--- src/design/sct_pkg.sv ---
// Shared types, constants and classification functions for the S-expression tokenizer.
package sct_pkg;

   localparam int unsigned MaxTokenLen = 255;
   localparam int unsigned MaxPosition = 65535;

   localparam logic [3:0] K_LPAREN   = 4'd0;
   localparam logic [3:0] K_RPAREN   = 4'd1;
   localparam logic [3:0] K_INT      = 4'd2;
   localparam logic [3:0] K_STRING   = 4'd3;
   localparam logic [3:0] K_DOT      = 4'd4;
   localparam logic [3:0] K_FLOAT    = 4'd5;
   localparam logic [3:0] K_NIL      = 4'd6;
   localparam logic [3:0] K_TRUE     = 4'd7;
   localparam logic [3:0] K_QUOTE    = 4'd8;
   localparam logic [3:0] K_SYMBOL   = 4'd9;
   localparam logic [3:0] K_EOF      = 4'd10;
   localparam logic [3:0] K_UNCLOSED = 4'd11;

   localparam logic [3:0] C_START   = 4'd0;
   localparam logic [3:0] C_SIGN    = 4'd1;
   localparam logic [3:0] C_INT     = 4'd2;
   localparam logic [3:0] C_DOT     = 4'd3;
   localparam logic [3:0] C_SIGNDOT = 4'd4;
   localparam logic [3:0] C_INTDOT  = 4'd5;
   localparam logic [3:0] C_FRAC    = 4'd6;
   localparam logic [3:0] C_FEND    = 4'd7;
   localparam logic [3:0] C_LT      = 4'd8;
   localparam logic [3:0] C_HASH    = 4'd9;
   localparam logic [3:0] C_HT      = 4'd10;
   localparam logic [3:0] C_HF      = 4'd11;
   localparam logic [3:0] C_N1      = 4'd12;
   localparam logic [3:0] C_N2      = 4'd13;
   localparam logic [3:0] C_N3      = 4'd14;
   localparam logic [3:0] C_OTHER   = 4'd15;

   typedef struct packed {
      logic       eoi;
      logic       blank;
      logic       newline;
      logic       semi;
      logic       lparen;
      logic       rparen;
      logic       dquote;
      logic       squote;
      logic       bslash;
      logic [7:0] ch;
   } char_class_type;

   function automatic logic [3:0] cls_next(input logic [3:0] s, input logic [7:0] c);
      logic dig;
      logic [3:0] r;
      dig = (c >= 8'h30) && (c <= 8'h39);
      r = C_OTHER;
      case (s)
         C_START: begin
            if (dig) r = C_INT;
            else if (c == 8'h2B || c == 8'h2D) r = C_SIGN;
            else if (c == 8'h2E) r = C_DOT;
            else if (c == 8'h74) r = C_LT;
            else if (c == 8'h23) r = C_HASH;
            else if (c == 8'h6E) r = C_N1;
         end
         C_SIGN: begin
            if (dig) r = C_INT;
            else if (c == 8'h2E) r = C_SIGNDOT;
         end
         C_INT: begin
            if (dig) r = C_INT;
            else if (c == 8'h2E) r = C_INTDOT;
         end
         C_DOT, C_SIGNDOT, C_INTDOT, C_FRAC: begin
            if (dig) r = C_FRAC;
            else if (c == 8'h66) r = C_FEND;
         end
         C_HASH: begin
            if (c == 8'h74) r = C_HT;
            else if (c == 8'h66) r = C_HF;
         end
         C_N1: if (c == 8'h69) r = C_N2;
         C_N2: if (c == 8'h6C) r = C_N3;
         default: r = C_OTHER;
      endcase
      return r;
   endfunction

   function automatic logic [3:0] cls_kind(input logic [3:0] s);
      logic [3:0] k;
      case (s)
         C_DOT: k = K_DOT;
         C_LT, C_HT: k = K_TRUE;
         C_HF, C_N3: k = K_NIL;
         C_INT: k = K_INT;
         C_INTDOT, C_FRAC, C_FEND: k = K_FLOAT;
         default: k = K_SYMBOL;
      endcase
      return k;
   endfunction

endpackage

--- src/design/sct_front.sv ---
// Input stage: accepts an item, classifies the character and registers it.
module sct_front (
   input  logic                    clock,
   input  logic                    reset,
   input  logic                    req_valid,
   output logic                    req_stall,
   input  logic [7:0]              req_input_byte,
   input  logic                    req_end_of_input,
   output logic                    cls_valid,
   output sct_pkg::char_class_type cls_item,
   input  logic                    cls_stall
);
   import sct_pkg::*;

   logic           valid_ff, valid_in;
   char_class_type item_ff, item_in;
   logic           take;

   assign req_stall = valid_ff && cls_stall;
   assign take      = req_valid && !req_stall;

   always_comb begin
      item_in.eoi     = req_end_of_input;
      item_in.ch      = req_input_byte;
      item_in.newline = req_input_byte == 8'h0A;
      item_in.blank   = req_input_byte == 8'h20 || req_input_byte == 8'h09 ||
                        req_input_byte == 8'h0D || req_input_byte == 8'h0A ||
                        req_input_byte == 8'h00;
      item_in.semi    = req_input_byte == 8'h3B;
      item_in.lparen  = req_input_byte == 8'h28;
      item_in.rparen  = req_input_byte == 8'h29;
      item_in.dquote  = req_input_byte == 8'h22;
      item_in.squote  = req_input_byte == 8'h27;
      item_in.bslash  = req_input_byte == 8'h5C;
      valid_in = take ? 1'b1 : (cls_stall ? valid_ff : 1'b0);
   end

   always_ff @(posedge clock) begin
      if (reset) begin
         valid_ff <= 1'b0;
      end else begin
         valid_ff <= valid_in;
      end
      if (take) begin
         item_ff <= item_in;
      end
   end

   assign cls_valid = valid_ff;
   assign cls_item  = item_ff;
endmodule

--- src/design/sct_back.sv ---
// Lexer state machine and two-entry registered result queue whose head drives the outputs.
module sct_back #(
   parameter int unsigned MAX_TOKEN_LEN = sct_pkg::MaxTokenLen,
   parameter int unsigned MAX_POSITION  = sct_pkg::MaxPosition
) (
   input  logic                    clock,
   input  logic                    reset,
   input  logic                    cls_valid,
   input  sct_pkg::char_class_type cls_item,
   output logic                    cls_stall,
   output logic                    rsp_valid,
   input  logic                    rsp_stall,
   output logic [3:0]              rsp_event_kind,
   output logic [15:0]             rsp_start_line,
   output logic [15:0]             rsp_start_column,
   output logic [7:0]              rsp_token_length,
   output logic                    rsp_last_of_run
);
   import sct_pkg::*;

   localparam logic [7:0]  LenCap = (MAX_TOKEN_LEN < 255) ? 8'(MAX_TOKEN_LEN) : 8'd255;
   localparam logic [15:0] PosCap = (MAX_POSITION < 65535) ? 16'(MAX_POSITION) : 16'hFFFF;

   localparam logic [2:0] M_IDLE    = 3'd0;
   localparam logic [2:0] M_COMMENT = 3'd1;
   localparam logic [2:0] M_LPAREN  = 3'd2;
   localparam logic [2:0] M_LPCOM   = 3'd3;
   localparam logic [2:0] M_SYMBOL  = 3'd4;
   localparam logic [2:0] M_STRING  = 3'd5;

   typedef struct packed {
      logic [3:0]  kind;
      logic [15:0] line;
      logic [15:0] col;
      logic [7:0]  len;
      logic        last;
   } result_type;

   logic [2:0]  mode_ff, mode_in;
   logic        esc_ff, esc_in;
   logic [3:0]  cls_ff, cls_in;
   logic [15:0] sline_ff, sline_in, scol_ff, scol_in, line_ff, line_in, ccol_ff, ccol_in;
   logic [7:0]  len_ff, len_in, len_inc;

   result_type  q_ff [2];
   logic [1:0]  cnt_ff, cnt_in;
   result_type  r0, r1;
   logic        v0, v1;
   logic        fire, pop, b_emit, b_mode;
   logic [15:0] col;
   logic [1:0]  nres;
   result_type  q0_in, q1_in;

   assign pop  = rsp_valid && !rsp_stall;
   assign cls_stall = (cnt_ff == 2'd2) || (cnt_ff == 2'd1 && !pop);
   assign fire = cls_valid && !cls_stall;

   assign col     = (ccol_ff < PosCap) ? ccol_ff + 16'd1 : PosCap;
   assign len_inc = (len_ff < LenCap) ? len_ff + 8'd1 : LenCap;

   always_comb begin
      mode_in  = mode_ff;
      esc_in   = esc_ff;
      cls_in   = cls_ff;
      sline_in = sline_ff;
      scol_in  = scol_ff;
      len_in   = len_ff;
      line_in  = line_ff;
      ccol_in  = ccol_ff;
      v0 = 1'b0;
      v1 = 1'b0;
      r0 = '0;
      r1 = '0;
      b_mode = 1'b0;
      if (cls_item.eoi) begin
         if (mode_ff == M_SYMBOL) begin
            v0 = 1'b1;
            r0 = '{cls_kind(cls_ff), sline_ff, scol_ff, len_ff, 1'b0};
         end else if (mode_ff == M_LPAREN || mode_ff == M_LPCOM) begin
            v0 = 1'b1;
            r0 = '{K_LPAREN, sline_ff, scol_ff, 8'd1, 1'b0};
         end
         v1 = 1'b1;
         r1 = '{K_EOF, line_ff, col, 8'd0, 1'b0};
         mode_in  = M_IDLE;
         esc_in   = 1'b0;
         cls_in   = C_START;
         sline_in = 16'd1;
         scol_in  = 16'd1;
         len_in   = 8'd0;
         line_in  = 16'd1;
         ccol_in  = 16'd0;
      end else begin
         if (cls_item.newline) begin
            line_in = (line_ff < PosCap) ? line_ff + 16'd1 : PosCap;
            ccol_in = 16'd0;
         end else begin
            ccol_in = col;
         end
         case (mode_ff)
            M_COMMENT: if (cls_item.newline) mode_in = M_IDLE;
            M_LPAREN: begin
               len_in = len_inc;
               if (cls_item.blank) begin
               end else if (cls_item.semi) begin
                  mode_in = M_LPCOM;
               end else if (cls_item.rparen) begin
                  mode_in = M_IDLE;
                  v0 = 1'b1;
                  r0 = '{K_NIL, sline_ff, scol_ff, len_inc, 1'b0};
               end else begin
                  mode_in = M_IDLE;
                  v0 = 1'b1;
                  r0 = '{K_LPAREN, sline_ff, scol_ff, 8'd1, 1'b0};
                  b_mode = 1'b1;
               end
            end
            M_LPCOM: begin
               len_in = len_inc;
               if (cls_item.newline) mode_in = M_LPAREN;
            end
            M_SYMBOL: begin
               if (cls_item.blank || cls_item.lparen || cls_item.rparen ||
                   cls_item.dquote || cls_item.squote || cls_item.semi) begin
                  v0 = 1'b1;
                  r0 = '{cls_kind(cls_ff), sline_ff, scol_ff, len_ff, 1'b0};
                  mode_in = M_IDLE;
                  cls_in  = C_START;
                  b_mode  = 1'b1;
               end else begin
                  len_in = len_inc;
                  cls_in = cls_next(cls_ff, cls_item.ch);
               end
            end
            M_STRING: begin
               if (cls_item.newline) begin
                  v0 = 1'b1;
                  r0 = '{K_UNCLOSED, line_ff, col, 8'd0, 1'b0};
                  mode_in = M_IDLE;
                  esc_in  = 1'b0;
               end else begin
                  len_in = len_inc;
                  if (cls_item.dquote && !esc_ff) begin
                     v0 = 1'b1;
                     r0 = '{K_STRING, sline_ff, scol_ff, len_inc, 1'b0};
                     mode_in = M_IDLE;
                  end else begin
                     esc_in = cls_item.bslash;
                  end
               end
            end
            default: begin
               mode_in = M_IDLE;
               b_mode  = 1'b1;
            end
         endcase
         if (b_mode) begin
            if (cls_item.blank) begin
            end else if (cls_item.semi) begin
               mode_in = M_COMMENT;
            end else if (cls_item.rparen || cls_item.squote) begin
               v1 = 1'b1;
               r1 = '{cls_item.rparen ? K_RPAREN : K_QUOTE, line_ff, col, 8'd1, 1'b0};
            end else begin
               sline_in = line_ff;
               scol_in  = col;
               len_in   = 8'd1;
               if (cls_item.lparen) begin
                  mode_in = M_LPAREN;
               end else if (cls_item.dquote) begin
                  mode_in = M_STRING;
                  esc_in  = 1'b0;
               end else begin
                  mode_in = M_SYMBOL;
                  cls_in  = cls_next(C_START, cls_item.ch);
               end
            end
         end
      end
      if (v1) begin
         r1.last = 1'b1;
      end else begin
         r0.last = 1'b1;
      end
   end

   // Compact the emitted results into the queue behind what is still held.
   always_comb begin
      result_type a, b;
      a = v0 ? r0 : r1;
      b = r1;
      nres = fire ? (2'(v0) + 2'(v1)) : 2'd0;
      q0_in = q_ff[0];
      q1_in = q_ff[1];
      if (pop) begin
         q0_in = q_ff[1];
      end
      cnt_in = cnt_ff - 2'(pop) + nres;
      if (nres != 2'd0) begin
         if ((cnt_ff - 2'(pop)) == 2'd0) begin
            q0_in = a;
            q1_in = b;
         end else begin
            q1_in = a;
         end
      end
   end

   always_ff @(posedge clock) begin
      if (reset) begin
         mode_ff  <= M_IDLE;
         esc_ff   <= 1'b0;
         cls_ff   <= C_START;
         sline_ff <= 16'd1;
         scol_ff  <= 16'd1;
         len_ff   <= 8'd0;
         line_ff  <= 16'd1;
         ccol_ff  <= 16'd0;
         cnt_ff   <= 2'd0;
      end else begin
         if (fire) begin
            mode_ff  <= mode_in;
            esc_ff   <= esc_in;
            cls_ff   <= cls_in;
            sline_ff <= sline_in;
            scol_ff  <= scol_in;
            len_ff   <= len_in;
            line_ff  <= line_in;
            ccol_ff  <= ccol_in;
         end
         cnt_ff <= cnt_in;
      end
      q_ff[0] <= q0_in;
      q_ff[1] <= q1_in;
   end

   assign b_emit           = cnt_ff != 2'd0;
   assign rsp_valid        = b_emit;
   assign rsp_event_kind   = q_ff[0].kind;
   assign rsp_start_line   = q_ff[0].line;
   assign rsp_start_column = q_ff[0].col;
   assign rsp_token_length = q_ff[0].len;
   assign rsp_last_of_run  = q_ff[0].last;

`ifndef ASSERT_OFF
   a_cnt_range: assert property (@(posedge clock) disable iff (reset) cnt_ff != 2'd3)
      else $error("result queue overflow");
   a_no_fire_full: assert property (@(posedge clock) disable iff (reset)
      cnt_ff == 2'd2 |-> !fire)
      else $error("item taken while queue full");
   a_eof_resets: assert property (@(posedge clock) disable iff (reset)
      fire && cls_item.eoi |=> mode_ff == M_IDLE && line_ff == 16'd1)
      else $error("end of input did not reset lexer");
`endif
endmodule

--- src/design/sexpr_char_tokenizer.sv ---
// Top level of the S-expression character tokenizer.
// Results pass through the input register and then the result queue.
// Throughput: one item per cycle while each item yields at most one result and the receiver does not stall;
// an item yielding two results fills the queue and holds input until a result is taken.
// Reset: synchronous, active high; clears lexer state, position and queue.
module sexpr_char_tokenizer #(
   parameter int unsigned MAX_TOKEN_LEN = sct_pkg::MaxTokenLen,
   parameter int unsigned MAX_POSITION  = sct_pkg::MaxPosition
) (
   input  logic        clock,
   input  logic        reset,
   input  logic        req_valid,
   output logic        req_stall,
   input  logic [7:0]  req_input_byte,
   input  logic        req_end_of_input,
   output logic        rsp_valid,
   input  logic        rsp_stall,
   output logic [3:0]  rsp_event_kind,
   output logic [15:0] rsp_start_line,
   output logic [15:0] rsp_start_column,
   output logic [7:0]  rsp_token_length,
   output logic        rsp_last_of_run
);
   import sct_pkg::*;

   logic           cls_valid, cls_stall;
   char_class_type cls_item;

   sct_front u_front (
      .clock, .reset, .req_valid, .req_stall, .req_input_byte, .req_end_of_input,
      .cls_valid, .cls_item, .cls_stall
   );

   sct_back #(.MAX_TOKEN_LEN(MAX_TOKEN_LEN), .MAX_POSITION(MAX_POSITION)) u_back (
      .clock, .reset, .cls_valid, .cls_item, .cls_stall,
      .rsp_valid, .rsp_stall, .rsp_event_kind, .rsp_start_line,
      .rsp_start_column, .rsp_token_length, .rsp_last_of_run
   );
endmodule

--- config.mk ---
export PLATFORM = sky130hd
export DESIGN_NAME = sexpr_char_tokenizer
export DESIGN_NICKNAME = d
export VERILOG_FILES = /design/src/design/sct_pkg.sv /design/src/design/sct_front.sv /design/src/design/sct_back.sv /design/src/design/sexpr_char_tokenizer.sv
export SDC_FILE = /design/constraint.sdc
export NUM_CORES = 1
export LEC_CHECK = 0
export ABC_CLOCK_PERIOD_IN_PS = 4000
export BUFFER_PORTS_ARGS = -buffer_cell sky130_fd_sc_hd__buf_2
export CORE_ASPECT_RATIO = 1.4
export CORE_MARGIN = 2
export CORE_UTILIZATION = 55
export CTS_CLUSTER_DIAMETER = 150
export DETAILED_ROUTE_END_ITERATION = 10
export GPL_ROUTABILITY_DRIVEN = 0
export PLACE_DENSITY = 0.74
export SYNTH_ARGS = -nofsm -noshare
export SYNTH_HDL_FRONTEND = slang
export SYNTH_SLANG_ARGS = --single-unit
export TNS_END_PERCENT = 50
--- constraint.sdc ---
create_clock -name clock -period 4 [get_ports clock]
set_input_delay 0.2 -clock clock [delete_from_list [all_inputs] [get_ports clock]]
set_output_delay 0.2 -clock clock [all_outputs]
set_load 0.05 [all_outputs]
==> impl_metrics.toml <==
[floorplanning]
initial_core_util_pct = 56.4
num_rows = 58
core_um2 = 18000
dieArea_um2 = 19600
chipWidth_um = 119
num_io_pins = 60
dieHeight_um = 165

[sta]
worst_pin_slew_ps = 904
finalCritPeriodShare_pct = 84.6
max-slew-margin-rel_pct = 39.6
setup_viol = 0
rsz0062_at_grt = "no"
clock_skew_ps = 9.61
finalSetupTns_ps = 0
min_period_ps = 3380
max_freq_mhz = 295
drv_slew = 0
hold_viol = 0

[critical_path]
arrival_ps = 3690
worstPathRequired_ps = 4310
worstSetupStartpointType = "register"
cp-end-kind = "register"
crit_slowest_cell = "nor4_4"
slowest_delay_ps = 480
r2r_slack_ps = 620
cp_top_family = "compound AO/OA/AOI/OAI gates"
worst-path-buf-inv = 1
cp_max_fo = 68
worstReg2RegStart = "u_front.cls_item[13]$_DFFE_PP_"
r2r-end = "u_back.q_ff[0][37]$_DFF_P_"
crit_chain = "nor4_4 -> a21boi_4 -> o31ai_4 -> nand2_1 -> ha_1 -> nor2_1 -> nor3_2 -> buf_4 -> a211oi_1 -> a21oi_1"
path_class = "register to register"
reg2reg_depth = 10

[logic_synthesis]
synth.most_common_cell = "dfxtp_1"
synth_top_area_cell = "dfxtp_1"
synthesis.nets = 1145
yosys_warnings = 0
ys_ff_latch = 194
ys_async_sr_fraction_pct = 0
synthCells = 1126
avgSynthCellArea_um2 = 9.01
ys_seq_area_share_pct = 44.4
synth_edf_count = 62
synth_area_leaders = "dfxtp_1 26%, edfxtp_1 18%, a21oi_1 5.6%, a22oi_1 3.9%, buf_4 3.3%"
ys_top_cells_by_count = "132 x dfxtp_1, 114 x a21oi_1, 86 x nand2_1"
ys_types = 87
synth_top_area_share_pct = 26.1
syn_area_um2 = 10100
synth_flop_cell = "dfxtp_1"

[clocking]
cts_buffer_depth = 2
cts_tree = "yes"
clk_pin_slew_ps = 80
ctsHoldBuffers = 6
post_cts_buffers = 0
htreeDepth = 4
clkLatencyLatePin_ps = 440
numCtsBuffers = 17
cts.sinks = 194
ctsResizeCount = 0
cts-root-buf = "clkbuf_16"

[global_routing]
grt_pass1_vias = 8094
antenna_found_initial = 0
overflow = 0
grt_pass1_wl_um = 39900
track_usage_pct = 25.1
grt_start_max_net_pins = 69

[route]
wirelength_um = 24400
firstDrtPassIters = 6
via_per_inst = 6.28
via_count = 8528
wl_per_cell_um = 18.0
dr.first_iter.drc_count = 780
drc_errors = 0
ant_nets = 0

[place]
port_buffers = 59
dp_hpwl_um = 16100

[power_and_ir_drop]
leakage_nw = 3.93
powerDensity_nw_per_um2 = 668
power.ir.vdd_worst_uv = 342

[job]
maxCapViolCount = 0

[worst_hold_path]
holdPathStages = 1
min_path_type = "input port to register"
min_from = "req_input_byte[3]"
min_to = "u_front.cls_item[3]$_DFFE_PP_"

[cells_and_area]
layout.nets = 1123
utilization_pct = 60.7
syn2layout_area_growth_pct = 7.77
layout-drive-gt1-share_pct = 13.1
antennaDiodeCount = 0
num-fill-cells = 1596

[run_status]
status = "complete, no violations"
## worst register-to-register path: cells and delay by family, from the launching register on
kind / cells / cell delay [ps]
AOI/OAI and AO/OA: 4 / 1120
and+or+nand+nor: 4 / 1020
DFF: 1 / 450
adders and majority gates: 1 / 350
buffers and inverters: 1 / 320
## worst max path at each step
stage                                         to  cells after the start                            from  slack, ps
finish                u_back.q_ff[0][37]$_DFF_P_                     10  u_front.cls_item[13]$_DFFE_PP_        620
global route          u_back.q_ff[0][37]$_DFF_P_                     10  u_front.cls_item[13]$_DFFE_PP_        330
floorplan           u_back.q_ff[0][45]$_DFFE_PN_                      8  u_front.cls_item[13]$_DFFE_PP_        400
CTS                   u_back.q_ff[0][37]$_DFF_P_                     10  u_front.cls_item[13]$_DFFE_PP_        640
global placement      u_back.q_ff[0][34]$_DFF_P_                     10  u_front.cls_item[13]$_DFFE_PP_        830
detailed placement    u_back.q_ff[0][42]$_DFF_P_                     10  u_front.cls_item[13]$_DFFE_PP_        680
## sequential cells by signal, summed over array words and instances, names as in the netlist, 2 cells and up, named ones only
name	cells
u_back.ccol_ff	16
u_back.cls_ff	4
u_back.cnt_ff	2
u_back.len_ff	8
u_back.line_ff	16
u_back.mode_ff	3
u_back.q_ff	90
u_back.scol_ff	16
u_back.sline_ff	16
u_front.cls_item	17
## cells by family after synthesis
| group | share of synthesized area [%] |
|---|---|
| fa+ha+maj | 0.851 |
| simple gates | 18.7 |
| xor+xnor | 1.12 |
| mux | 1.18 |
| flops | 44.4 |
| buf+inv | 7.08 |
| compound gates | 26.7 |
## where the power goes
group	leakage [nW]	switching (mW)	internal, mW
sequential	1.67	0.175	2.49
combinational	1.97	2.10	0.821
clock	0.293	0.870	0.852
total	3.93	3.14	4.16
## placed cells by master, fill, tap and decap left out, types with 7 or more instances in the layout
cell,count
a211oi_1,40
a21o_1,7
a21oi_1,113
a22o_1,36
a22oi_1,53
a311oi_1,7
a31oi_1,10
and2_1,44
and3_1,12
buf_2,59
buf_4,17
clkbuf_16,17
dfxtp_1,132
edfxtp_1,62
inv_1,13
mux2i_1,12
nand2_1,85
nand2b_1,12
nand3_1,37
nand4_1,12
nor2_1,68
nor2b_1,15
nor3_1,15
o21ai_0,62
o21ai_1,14
o31ai_1,7
xnor2_1,7
## area by class of cell
type	instances	area [um^2]	share of cell area, %
clock inverters	15	188	1.72
flip-flops and latches	194	4500	41.2
well taps	240	300	2.75
repair buffers	83	503	4.60
multi-input cells	794	4960	45.4
inverters	14	52.6	0.481
clock buffers	17	425	3.89
## per-layer routing
metal  wire length (um)  vias up  part of all wire, %  GRT usage, %
met4                835        0                  3.4          11.5
met2              11900      316                   49          43.9
met1              10300     4010                   42          30.6
met5                  0        -                    0             0
li1                   -     4130                    -             -
met3               1290       72                  5.3          3.66
## stage by stage
step	power (mW)	hold slack [ps]	std cells	setup WS [ps]	instance area, um^2
final	7.31	22.2	1357	615	10900
after global routing	7.70	6.61	1357	331	10900
after CTS	7.34	6.57	1357	645	10900
after detailed placement	5.61	397	1319	677	10300
after global placement	5.56	397	1319	829	10300
after floorplan	5.23	299	1126	404	10100
(Power assumes the default switching activity.)
